### src/design/lpdr_pkg.sv
// Package for the length-prefix deframer: status codes, header state,
// default sizes and the result structures passed between the modules.
// No dependencies.
package lpdr_pkg;

  localparam int DEF_RING_SLOTS = 4;
  localparam int DEF_SLOT_BYTES = 16384;

  localparam int MAX_LEN_W = 15;
  localparam logic [MAX_LEN_W-1:0] MAX_LEN_RESET = 15'd9000;

  localparam logic ACT_OFFER = 1'b0;
  localparam logic ACT_POP   = 1'b1;

  // Output queue depth covers the memory read stage plus output stall slack.
  localparam int OQ_DEPTH = 3;
  localparam int OQ_PTR_W = $clog2(OQ_DEPTH);
  localparam int OQ_CNT_W = $clog2(OQ_DEPTH + 1);

  typedef enum logic [2:0] {
    ST_OK       = 3'd0,
    ST_REFUSED  = 3'd1,
    ST_QUEUED   = 3'd2,
    ST_DROPPED  = 3'd3,
    ST_EMPTY    = 3'd4
  } status_t;

  typedef enum logic [1:0] {
    HDR_HI,
    HDR_LO,
    HDR_PAYLOAD
  } hdr_state_t;

  typedef struct packed {
    status_t    status;
    logic       byte_valid;
    logic       last;
    logic [1:0] frames;
  } res_t;

  typedef struct packed {
    status_t    status;
    logic       byte_valid;
    logic [7:0] data;
    logic       last;
    logic [1:0] frames;
  } out_item_t;

endpackage

### src/design/lpdr_out_queue.sv
// Output queue: joins each result with its slot memory read data and holds
// up to OQ_DEPTH items for the output channel. Uses lpdr_pkg.
module lpdr_out_queue import lpdr_pkg::*; (
  input  logic                clk,
  input  logic                rst_n,
  input  logic                push,
  input  res_t                res,
  input  logic [7:0]          rdata,
  input  logic                out_stall,
  output logic                out_valid,
  output out_item_t           head,
  output logic [OQ_CNT_W-1:0] count
);

  out_item_t           entry [OQ_DEPTH];
  logic [OQ_PTR_W-1:0] wr_ptr_r, wr_ptr_nxt, rd_ptr_r, rd_ptr_nxt;
  logic [OQ_CNT_W-1:0] count_r, count_nxt;
  logic                pop;
  out_item_t           item;

  function automatic logic [OQ_PTR_W-1:0] ptr_inc(input logic [OQ_PTR_W-1:0] p);
    ptr_inc = (p == OQ_PTR_W'(OQ_DEPTH - 1)) ? '0 : p + 1'b1;
  endfunction

  assign out_valid = (count_r != '0);
  assign pop       = out_valid && !out_stall;

  always_comb begin
    item.status     = res.status;
    item.byte_valid = res.byte_valid;
    item.data       = res.byte_valid ? rdata : 8'd0;
    item.last       = res.last;
    item.frames     = res.frames;
    wr_ptr_nxt      = push ? ptr_inc(wr_ptr_r) : wr_ptr_r;
    rd_ptr_nxt      = pop ? ptr_inc(rd_ptr_r) : rd_ptr_r;
    count_nxt       = count_r + OQ_CNT_W'(push) - OQ_CNT_W'(pop);
  end

  always_ff @(posedge clk) begin
    if (!rst_n) begin
      wr_ptr_r <= '0;
      rd_ptr_r <= '0;
      count_r  <= '0;
    end else begin
      wr_ptr_r <= wr_ptr_nxt;
      rd_ptr_r <= rd_ptr_nxt;
      count_r  <= count_nxt;
    end
  end

  always_ff @(posedge clk) begin
    if (push) begin
      entry[wr_ptr_r] <= item;
    end
  end

  assign head  = entry[rd_ptr_r];
  assign count = count_r;

endmodule

### config.mk
export PLATFORM = sky130hd
export DESIGN_NAME = lpdr_out_queue
export DESIGN_NICKNAME = d
export VERILOG_FILES = /design/src/design/lpdr_pkg.sv /design/src/design/lpdr_out_queue.sv
export SDC_FILE = /design/constraint.sdc
export NUM_CORES = 1
export LEC_CHECK = 0
export BUFFER_PORTS_ARGS = -buffer_cell sky130_fd_sc_hd__buf_2
export CORE_ASPECT_RATIO = 1.2
export CORE_UTILIZATION = 61
export CTS_BUF_LIST = sky130_fd_sc_hd__clkbuf_4 sky130_fd_sc_hd__clkbuf_8
export DETAILED_ROUTE_END_ITERATION = 16
export PLACE_DENSITY = 0.86
export SYNTH_ARGS = -nofsm -noshare
export SYNTH_HDL_FRONTEND = slang
export SYNTH_SLANG_ARGS = --single-unit
### constraint.sdc
create_clock -name clk -period 3.1 [get_ports clk]
set_input_delay 0.465 -clock clk [delete_from_list [all_inputs] [get_ports clk]]
set_output_delay 0.465 -clock clk [all_outputs]
set_load 0.02 [all_outputs]
==> impl_metrics.json <==
{
  "areaGrowthSynthToFinish_pct": 14.69,
  "max_slew_margin_pct": 39.34,
  "crit_path_end_kind": "output pin",
  "hold_path_class": "primary input to register",
  "drv_slew": 0,
  "path_clk_slew_ns": 0.15,
  "ir_worst_vdd_mv": 0.6318,
  "period_minus_slack_ns": 2.353,
  "die_w_um": 55.17,
  "synth_seq_area_share_pct": 73.04,
  "critical-path-top-delay-family": "flip-flops",
  "power.total_mw": 1.376,
  "wl_per_cell_um": 16.83,
  "hold_path_startpoint": "res[4]",
  "grt_overflow": 0,
  "die-area_um2": 3630,
  "first_pass_iters": 4,
  "fin_nets": 199,
  "yosys_warnings": 0,
  "grt_pass1_vias": 1236,
  "postCtsHoldBufs": 0,
  "fmax_mhz": 425.0,
  "max-cap-violations": 0,
  "place.gp.congestion": 0.6516,
  "cp_num_buf_inv": 1,
  "hold_depth": 1,
  "wirelength_um": 3636,
  "rrSetupSlack_ns": 1.70,
  "power.density_nw_per_um2": 579.8,
  "cts_tree": "built",
  "dp_hpwl_um": 2442,
  "clock_sinks": 53,
  "finalSetupTns_ns": 0,
  "n_antenna_cell": 0,
  "io_pins": 37,
  "rsz0062_at_grt": "no",
  "slowest_stage": "dfxtp_1",
  "reg2reg_to": "entry[1][10]",
  "setup_viol": 0,
  "syn_avg_cell_area_um2": 14.89,
  "worstSetupPathType": "register to output pin",
  "drive_gt1_share_pct": 27.78,
  "slowest_delay_ns": 0.93,
  "reg2reg_from": "wr_ptr_r[1]",
  "path_cells": "mux2i_1 > o21ai_0 > buf_2",
  "grt_usage_pct": 23.87,
  "critical_path_required_ns": 2.63,
  "fp.dieH_um": 65.81,
  "fin_skew_ns": 0.01274,
  "grt_pass1_wl_um": 5685,
  "numCtsBuffers": 5,
  "critPathArrivalTime_ns": 1.89,
  "cts_resized": 0,
  "dr_total_vias": 1202,
  "postRouteAntennaNets": 0,
  "synthesis.nets": 159,
  "synth_area_um2": 2069,
  "hold_viol": 0,
  "drtIter0Drc": 37,
  "cts_max_path_buffers": 2,
  "critPathLaunchType": "register",
  "cts_setup_buffers": 0,
  "grt_start_max_net_pins": 31,
  "numPortBuffers": 36,
  "syn_inst": 139,
  "ff2ff_path_depth": 2,
  "start_util_pct": 65.95,
  "synth_cell_types": 23,
  "htreeDepth": 2,
  "period_share_pct": 75.90,
  "cts-root-buf": "clkbuf_4",
  "tightest_slew_ns": 0.9087,
  "placementRows": 22,
  "insertion_delay_ns": 0.37,
  "core_region_area_um2": 3138,
  "viasPerCell": 5.565,
  "synth_seq_cells": 53,
  "outcome": "finished, final reports clean",
  "min_to": "entry[2][12]",
  "antenna_found_initial": 0,
  "drc": 0,
  "worstPathMaxFanout": 15,
  "p_leak_nw": 0.8827
}
[per-stage QoR]
step	setup slack [ns]	instance area [um^2]	instances	hold slack (ns)	utilization [%]
floorplan	1.003	2069	139	0.4640	-
global placement	1.181	2285	208	0.4728	72.81
detailed placement	1.127	2285	208	0.5088	72.81
CTS	0.6807	2374	216	0.2658	75.64
global route	0.5428	2374	216	0.2573	75.64
finish	0.7472	2374	216	0.2833	75.64
[cell usage in the layout, fill, tap and decap left out]
| cell | synthesis | layout |
|---|---|---|
| a21boi_0 | 1 | 1 |
| and2_1 | 8 | 8 |
| and2_2 | 1 | 1 |
| buf_2 | 0 | 36 |
| buf_4 | 1 | 2 |
| bufinv_16 | 0 | 1 |
| clkbuf_4 | 0 | 5 |
| clkbuf_8 | 0 | 1 |
| clkinvlp_4 | 0 | 1 |
| dfxtp_1 | 8 | 8 |
| edfxtp_1 | 45 | 45 |
| ha_1 | 1 | 1 |
| inv_1 | 1 | 1 |
| mux2i_1 | 20 | 20 |
| nand2_1 | 20 | 20 |
| nand2b_1 | 2 | 2 |
| nand3b_1 | 2 | 2 |
| nor2_1 | 1 | 1 |
| nor2b_1 | 1 | 1 |
| nor3b_2 | 0 | 1 |
| o21a_1 | 1 | 1 |
| o21ai_0 | 17 | 17 |
| o21bai_2 | 1 | 1 |
| or2_2 | 1 | 1 |
| or2b_1 | 1 | 1 |
| or3b_1 | 1 | 1 |
[synth_stat cells]
cell	number	area, um^2
o21ai_0	17	85.08
or2b_1	1	7.510
clkbuf_1	3	11.26
ha_1	1	12.51
dfxtp_1	8	160.2
nand2_1	20	75.07
a21boi_0	1	7.510
and2_2	1	7.510
o21a_1	1	7.510
and2_1	8	50.05
or2_2	1	6.260
o21bai_2	1	11.26
edfxtp_1	45	1351
mux2i_1	20	200.2
nor2b_1	1	6.260
inv_1	1	3.750
buf_4	1	7.510
nand3b_1	2	15.01
nand2b_1	2	12.51
nor3b_1	1	7.510
buf_6	1	11.26
or3b_1	1	8.760
nor2_1	1	3.750
[cell type report]
class	count	area [um^2]
Clock buffer	6	51.30
Tap cell	36	45.04
Clock inverter	2	37.54
Fill cell	211	764.5
Multi-Input combinational cell	80	529.3
Timing Repair Buffer	38	195.2
Sequential cell	53	1511
Inverter	1	3.754
[power by group]
group          internal, mW  switching, mW
logic                0.0586         0.0875
registers             0.808         0.0221
clock network         0.192          0.209
total                  1.06          0.318
[how the worst max path moves through the flow]
stage                              to  depth (start not counted)
after detailed placement      head[9]                          3
after global routing         head[14]                          3
final                         head[9]                          3
after global placement        head[4]                          3
after CTS                     head[9]                          3
after floorplan           entry[0][0]                          1
[cells by family after synthesis]
logic type	share of synthesized area (%)
flops	73.04
simple gates	9.674
compound gates	5.381
mux	9.673
buf+inv	1.632
fa+ha+maj	0.6045
[metal layers]
metal  global-route usage [%]  share of wire [%]
met5                        0                  0
met3                    6.897                3.9
met4                    10.63                2.0
met2                    41.27                 54
met1                    26.05                 40
[sequential cells by signal, summed over array words and instances, names as in the netlist, named ones only]
register / count
count: 2
entry: 45
rd_ptr_r: 2
wr_ptr_r: 2
No activity file was read; power rests on OpenSTA's default activity.
