[src/design/lpdr_pkg.sv]
// Package for the length-prefix deframer: status codes, header state,
// default sizes and the result structures passed between the modules.
// No dependencies.
package lpdr_pkg;

  localparam int DEF_RING_SLOTS = 4;
  localparam int DEF_SLOT_BYTES = 16384;

  localparam int MAX_LEN_W = 15;
  localparam logic [MAX_LEN_W-1:0] MAX_LEN_RESET = 15'd9000;

  localparam logic ACT_OFFER = 1'b0;
  localparam logic ACT_POP   = 1'b1;

  // Output queue depth covers the memory read stage plus output stall slack.
  localparam int OQ_DEPTH = 3;
  localparam int OQ_PTR_W = $clog2(OQ_DEPTH);
  localparam int OQ_CNT_W = $clog2(OQ_DEPTH + 1);

  typedef enum logic [2:0] {
    ST_OK       = 3'd0,
    ST_REFUSED  = 3'd1,
    ST_QUEUED   = 3'd2,
    ST_DROPPED  = 3'd3,
    ST_EMPTY    = 3'd4
  } status_t;

  typedef enum logic [1:0] {
    HDR_HI,
    HDR_LO,
    HDR_PAYLOAD
  } hdr_state_t;

  typedef struct packed {
    status_t    status;
    logic       byte_valid;
    logic       last;
    logic [1:0] frames;
  } res_t;

  typedef struct packed {
    status_t    status;
    logic       byte_valid;
    logic [7:0] data;
    logic       last;
    logic [1:0] frames;
  } out_item_t;

endpackage

[src/design/lpdr_ctrl.sv]
// Deframer control: header parsing, slot ring pointers, frame lengths and
// the limit register. Issues slot memory accesses. Uses lpdr_pkg.
module lpdr_ctrl import lpdr_pkg::*; #(
  parameter int RING_SLOTS = DEF_RING_SLOTS,
  parameter int SLOT_BYTES = DEF_SLOT_BYTES,
  parameter int ADDR_W     = $clog2(RING_SLOTS * SLOT_BYTES)
) (
  input  logic                 clk,
  input  logic                 rst_n,
  input  logic                 cfg_wr_en,
  input  logic [MAX_LEN_W-1:0] cfg_wr_data,
  input  logic                 accept,
  input  logic                 action,
  input  logic [7:0]           in_byte,
  output logic                 mem_we,
  output logic                 mem_re,
  output logic [ADDR_W-1:0]    mem_addr,
  output logic [7:0]           mem_wdata,
  output logic                 res_valid,
  output res_t                 res
);

  localparam int SLOT_W = $clog2(RING_SLOTS);
  localparam int LEN_W  = $clog2(SLOT_BYTES + 1);

  function automatic logic [SLOT_W-1:0] next_slot(input logic [SLOT_W-1:0] s);
    next_slot = (s == SLOT_W'(RING_SLOTS - 1)) ? '0 : s + 1'b1;
  endfunction

  hdr_state_t           state_r, state_nxt;
  logic [MAX_LEN_W-1:0] max_len_r;
  logic [SLOT_W-1:0]    fill_r, fill_nxt, drain_r, drain_nxt;
  logic [7:0]           len_hi_r, len_hi_nxt;
  logic [15:0]          rem_r, rem_nxt, rem_dec;
  logic [LEN_W-1:0]     fpos_r, fpos_nxt, fpos_inc;
  logic [LEN_W-1:0]     dpos_r, dpos_nxt, dpos_inc;
  logic                 wait_r, wait_nxt;
  logic                 disc_r, disc_nxt;
  logic [LEN_W-1:0]     slot_len [RING_SLOTS];
  logic                 len_we;
  logic [15:0]          hdr_len;
  logic [SLOT_W:0]      q_diff;
  logic                 res_valid_r;
  res_t                 res_r, res_nxt;

  assign hdr_len  = {len_hi_r, in_byte};
  assign fpos_inc = fpos_r + 1'b1;
  assign dpos_inc = dpos_r + 1'b1;
  assign rem_dec  = (rem_r != 16'd0) ? rem_r - 16'd1 : rem_r;
  assign mem_wdata = in_byte;

  always_comb begin
    state_nxt  = state_r;
    fill_nxt   = fill_r;
    drain_nxt  = drain_r;
    len_hi_nxt = len_hi_r;
    rem_nxt    = rem_r;
    fpos_nxt   = fpos_r;
    dpos_nxt   = dpos_r;
    wait_nxt   = wait_r;
    disc_nxt   = disc_r;
    len_we     = 1'b0;
    mem_we     = 1'b0;
    mem_re     = 1'b0;
    mem_addr   = ADDR_W'(fill_r) * ADDR_W'(SLOT_BYTES) + ADDR_W'(fpos_r);
    res_nxt    = '{status: ST_OK, byte_valid: 1'b0, last: 1'b0, frames: 2'd0};
    if (action == ACT_OFFER) begin
      if (wait_r) begin
        res_nxt.status = ST_REFUSED;
      end else begin
        unique case (state_r)
          HDR_HI: begin
            len_hi_nxt = in_byte;
            state_nxt  = HDR_LO;
          end
          HDR_LO: begin
            if (hdr_len == 16'd0) begin
              state_nxt      = HDR_HI;
              res_nxt.status = ST_DROPPED;
            end else begin
              state_nxt = HDR_PAYLOAD;
              rem_nxt   = hdr_len;
              fpos_nxt  = '0;
              disc_nxt  = (hdr_len > {1'b0, max_len_r}) ||
                          ({1'b0, hdr_len} > 17'(SLOT_BYTES));
            end
          end
          HDR_PAYLOAD: begin
            if (!disc_r) begin
              mem_we   = 1'b1;
              fpos_nxt = fpos_inc;
            end
            rem_nxt = rem_dec;
            if (rem_dec == 16'd0) begin
              state_nxt = HDR_HI;
              if (disc_r) begin
                disc_nxt       = 1'b0;
                res_nxt.status = ST_DROPPED;
              end else begin
                len_we         = 1'b1;
                fpos_nxt       = '0;
                res_nxt.status = ST_QUEUED;
                if (next_slot(fill_r) != drain_r) begin
                  fill_nxt = next_slot(fill_r);
                end else begin
                  wait_nxt = 1'b1;
                end
              end
            end
          end
          default: begin
            state_nxt = HDR_HI;
          end
        endcase
      end
    end else if (drain_r == fill_r) begin
      res_nxt.status = ST_EMPTY;
    end else begin
      mem_re             = 1'b1;
      mem_addr           = ADDR_W'(drain_r) * ADDR_W'(SLOT_BYTES) + ADDR_W'(dpos_r);
      res_nxt.byte_valid = 1'b1;
      if (dpos_inc >= slot_len[drain_r]) begin
        res_nxt.last = 1'b1;
        dpos_nxt     = '0;
        drain_nxt    = next_slot(drain_r);
        if (wait_r) begin
          fill_nxt = next_slot(fill_r);
          wait_nxt = 1'b0;
        end
      end else begin
        dpos_nxt = dpos_inc;
      end
    end
    q_diff = {1'b0, fill_nxt} - {1'b0, drain_nxt};
    if (fill_nxt < drain_nxt) begin
      q_diff = q_diff + (SLOT_W + 1)'(RING_SLOTS);
    end
    res_nxt.frames = (q_diff > (SLOT_W + 1)'(3)) ? 2'd3 : q_diff[1:0];
    if (!accept) begin
      state_nxt  = state_r;
      fill_nxt   = fill_r;
      drain_nxt  = drain_r;
      len_hi_nxt = len_hi_r;
      rem_nxt    = rem_r;
      fpos_nxt   = fpos_r;
      dpos_nxt   = dpos_r;
      wait_nxt   = wait_r;
      disc_nxt   = disc_r;
      len_we     = 1'b0;
      mem_we     = 1'b0;
      mem_re     = 1'b0;
    end
  end

  always_ff @(posedge clk) begin
    if (!rst_n) begin
      state_r     <= HDR_HI;
      max_len_r   <= MAX_LEN_RESET;
      fill_r      <= '0;
      drain_r     <= '0;
      len_hi_r    <= '0;
      rem_r       <= '0;
      fpos_r      <= '0;
      dpos_r      <= '0;
      wait_r      <= 1'b0;
      disc_r      <= 1'b0;
      res_valid_r <= 1'b0;
    end else begin
      state_r     <= state_nxt;
      fill_r      <= fill_nxt;
      drain_r     <= drain_nxt;
      len_hi_r    <= len_hi_nxt;
      rem_r       <= rem_nxt;
      fpos_r      <= fpos_nxt;
      dpos_r      <= dpos_nxt;
      wait_r      <= wait_nxt;
      disc_r      <= disc_nxt;
      res_valid_r <= accept;
      if (cfg_wr_en) begin
        max_len_r <= cfg_wr_data;
      end
    end
  end

  always_ff @(posedge clk) begin
    if (len_we) begin
      slot_len[fill_r] <= fpos_inc;
    end
    if (accept) begin
      res_r <= res_nxt;
    end
  end

  assign res_valid = res_valid_r;
  assign res       = res_r;

endmodule

[config.mk]
export PLATFORM = sky130hd
export DESIGN_NAME = lpdr_ctrl
export DESIGN_NICKNAME = d
export VERILOG_FILES = /design/src/design/lpdr_pkg.sv /design/src/design/lpdr_ctrl.sv
export SDC_FILE = /design/constraint.sdc
export NUM_CORES = 1
export LEC_CHECK = 0
export ABC_CLOCK_PERIOD_IN_PS = 8500
export BUFFER_PORTS_ARGS = -buffer_cell sky130_fd_sc_hd__buf_2
export CAP_MARGIN = 30
export CORE_MARGIN = 2
export CORE_UTILIZATION = 50
export CTS_CLUSTER_DIAMETER = 100
export DETAILED_ROUTE_END_ITERATION = 6
export PLACE_DENSITY = 0.77
export SYNTH_ARGS = -nofsm -noshare
export SYNTH_HDL_FRONTEND = slang
export SYNTH_SLANG_ARGS = --single-unit
export TNS_END_PERCENT = 5
[constraint.sdc]
create_clock -name clk -period 8.5 [get_ports clk]
set_input_delay 1.7 -clock clk [delete_from_list [all_inputs] [get_ports clk]]
set_output_delay 1.7 -clock clk [all_outputs]
set_load 0.02 [all_outputs]
==> impl_metrics.csv <==
group,metric,value,unit
run_status,status,"complete, no violations",
final_layout,area_growth,11.7,%
clock_network,clkTransAtPathRegs,0.06,ns
detailed_routing,wl_met1,8120,um
critical_path,cp-end-kind,"output port",
final_layout,final_area,8910,um2
place,place_congestion,0.899,
logic_synthesis,avgSynthCellArea,9.86,um2
timing,worstMarginPinSlew,1.05,ns
logic_synthesis,synth_cell_types,59,
timing,finalHoldViolations,0,
critical_path,r2r_cells,18,
critical_path,required,6.80,ns
timing,setup_slack,3.07,ns
timing,rsz0062_at_grt,"false",
detailed_routing,drcViolationCount,0,
min_path,min_to,"max_len_r[5]",
critical_path,critPathMaxFanout,23,
timing,period_share,63.9,%
logic_synthesis,syn_nets,882,
timing,drv_slew,0,
die,die-area,17000,um2
clock_network,h-tree-depth,4,
critical_path,path_class,"in2out",
logic_synthesis,yosys.area.top_type,"edfxtp_1",
clock_network,clockBufferDepth,2,
critical_path,crit_start,"action",
logic_synthesis,yosysWarningCount,0,
die,dieHeight,130,um
critical_path,cp.arrival,3.73,ns
timing,setup_viol,0,
detailed_routing,routed_wl,17600,um
logic_synthesis,synthTopCellsByArea,"edfxtp_1 25%, dfxtp_1 20%, ha_1 7.1%",
detailed_routing,first_pass_iters,5,
global_routing,grt_max_degree,81,
timing,fin_crit,5.43,ns
die,die_w,130,um
global_routing,grt_pass1_wl,28600,um
detailed_routing,vias,5986,
timing,fin_skew,0.00728,ns
critical_path,rrSetupSlack,3.87,ns
power_and_ir_drop,power_density,179,nW/um2
detailed_routing,top_layer,"met4",
logic_synthesis,synth_edf_count,67,
run,drv_cap,0,
final_layout,layout_commonest_cell,"nand2_1",
place,placed_area,8360,um2
place,place_ws,3.08,ns
power_and_ir_drop,irDropWorstVdd,0.000142,V
clock_network,cts_num_sinks,147,
detailed_routing,met3_length,1040,um
detailed_routing,via_per_inst,5.60,
logic_synthesis,synthFlopType,"dfxtp_1",
global_routing,grt_pass1_vias,5584,
min_path,hold_path_class,"reg2reg",
clock_network,post_cts_buffers,0,
critical_path,timing.rr.start,"dpos_r[0]",
global_routing,grt_use_total,21.9,%
logic_synthesis,ys_ff_latch,147,
logic_synthesis,synth_top_area_share,25.2,%
place,dp.cells,1036,
die,core_area,15700,um2
final_layout,nets,912,
die,boundaryPins,62,
critical_path,start_kind,"primary input",
clock_network,cts_resized,0,
place,placement.io_buffers,61,
detailed_routing,dr_wl_met2,8120,um
detailed_routing,antenna_left,0,
timing,slew_headroom,30.0,%
final_layout,stdcell_count,1068,
logic_synthesis,netlist_area,7980,um2
min_path,hold_start,"max_len_r[5]",
die,fp-row-count,46,
detailed_routing,drt_iter0_markers,461,
final_layout,fillers,1338,
logic_synthesis,postSynthCellCount,809,
clock_network,root_buffer,"clkbuf_16",
place,hpwlAfterDp,12400,um
clock_network,cts_tree,"done",
final_layout,ff_latch_area,3610,um2
timing,setup_tns,0,ns
final_layout,n_antenna_cell,0,
critical_path,rr_endpoint,"res[1]",
min_path,whs_path_depth,2,
global_routing,grt-ovfl-total,0,
global_routing,antenna_found_initial,0,
timing,fmax,0.184,GHz
final_layout,multi_input_area,3950,um2
detailed_routing,wl_per_cell,16.5,um
final_layout,final_cell_mix,"86 x nand2_1, 80 x dfxtp_1, 67 x edfxtp_1, 61 x buf_2, 52 x o21ai_0",
clock_network,postCtsHoldBufs,0,
clock_network,numCtsBuffers,17,
clock_network,clock_latency,0.43,ns
die,start_util,50.8,%
power_and_ir_drop,p_leak,3.48,nW
logic_synthesis,async_reset_ff_share,0,%
final_layout,drive_above_1_share,13.8,%
logic_synthesis,ys_seq_area_share,45.3,%
==> state kept, by name, summed over array words and instances (netlist names), 7 cells and up, named ones only <==
signal / count
slot_len: 60
dpos_r: 15
rem_r: 16
res: 7
max_len_r: 15
len_hi_r: 8
fpos_r: 15
==> critical path: stages <==
cell and delay (ns):
buf_2 0.12, nand2_1 0.28, inv_1 0.66, nand2_1 0.35, inv_1 0.37, buf_2 0.24
==> layer usage <==
| layer | track usage [%] | vias up |
|---|---|---|
| met4 | 6.51 | 0 |
| met3 | 5.62 | 22 |
| li1 | - | 2962 |
| met5 | 0 | - |
| met2 | 34.2 | 183 |
| met1 | 30.3 | 2819 |
==> layout make-up <==
class	instances	area share (%)
Clock buffer	18	4.93
Clock inverter	14	1.29
Inverter	48	2.02
Multi-Input combinational cell	562	44.3
Sequential cell	147	40.6
Tap cell	216	3.03
Timing Repair Buffer	63	3.82
==> per-stage QoR <==
stage	hold WS [ns]	util [%]	power, mW
5_1_grt	0.534	56.7	1.65
4_1_cts	0.497	56.7	1.60
3_5_place_dp	0.489	53.2	0.908
6_report	0.496	56.7	1.59
3_3_place_gp	0.480	53.0	0.906
2_1_floorplan	0.459	-	0.877
==> cells by family after synthesis <==
group           after synthesis  share of synthesized area (%)
simple gates                275                           17.7
compound gates              159                           12.5
flops                       147                           45.3
buf+inv                     100                           5.18
mux                          47                           8.28
fa+ha+maj                    46                           7.18
xor+xnor                     35                           3.84
==> synthesized netlist by cell type (12+ instances only) <==
library cell and n:
a21boi_0 14, a21oi_1 37, a22oi_1 12, and3_1 16
clkbuf_1 38, dfxtp_1 80, edfxtp_1 67, ha_1 45
inv_1 48, mux2i_1 30, mux4_2 15, nand2_1 86
nand3_1 16, nand3b_1 12, nor2_1 45, nor2b_1 35
nor3_1 15, o21ai_0 52, xnor2_1 19, xor2_1 16
==> how the worst max path moves through the flow <==
stage | cells after the start | slack, ns | endpoint
final | 6 | 3.07 | mem_re
after global routing | 6 | 2.83 | mem_re
after CTS | 6 | 3.01 | mem_re
after detailed placement | 6 | 3.08 | mem_re
after global placement | 6 | 3.15 | mem_re
after floorplan | 4 | 4.25 | mem_addr[0]
==> power by group <==
group	internal [mW]	switching, mW	leakage [nW]
Sequential	0.746	0.0105	1.22
Combinational	0.0552	0.0839	2.01
Clock	0.405	0.292	0.246
Total	1.21	0.386	3.48
No activity file was read; power rests on OpenSTA's default activity.
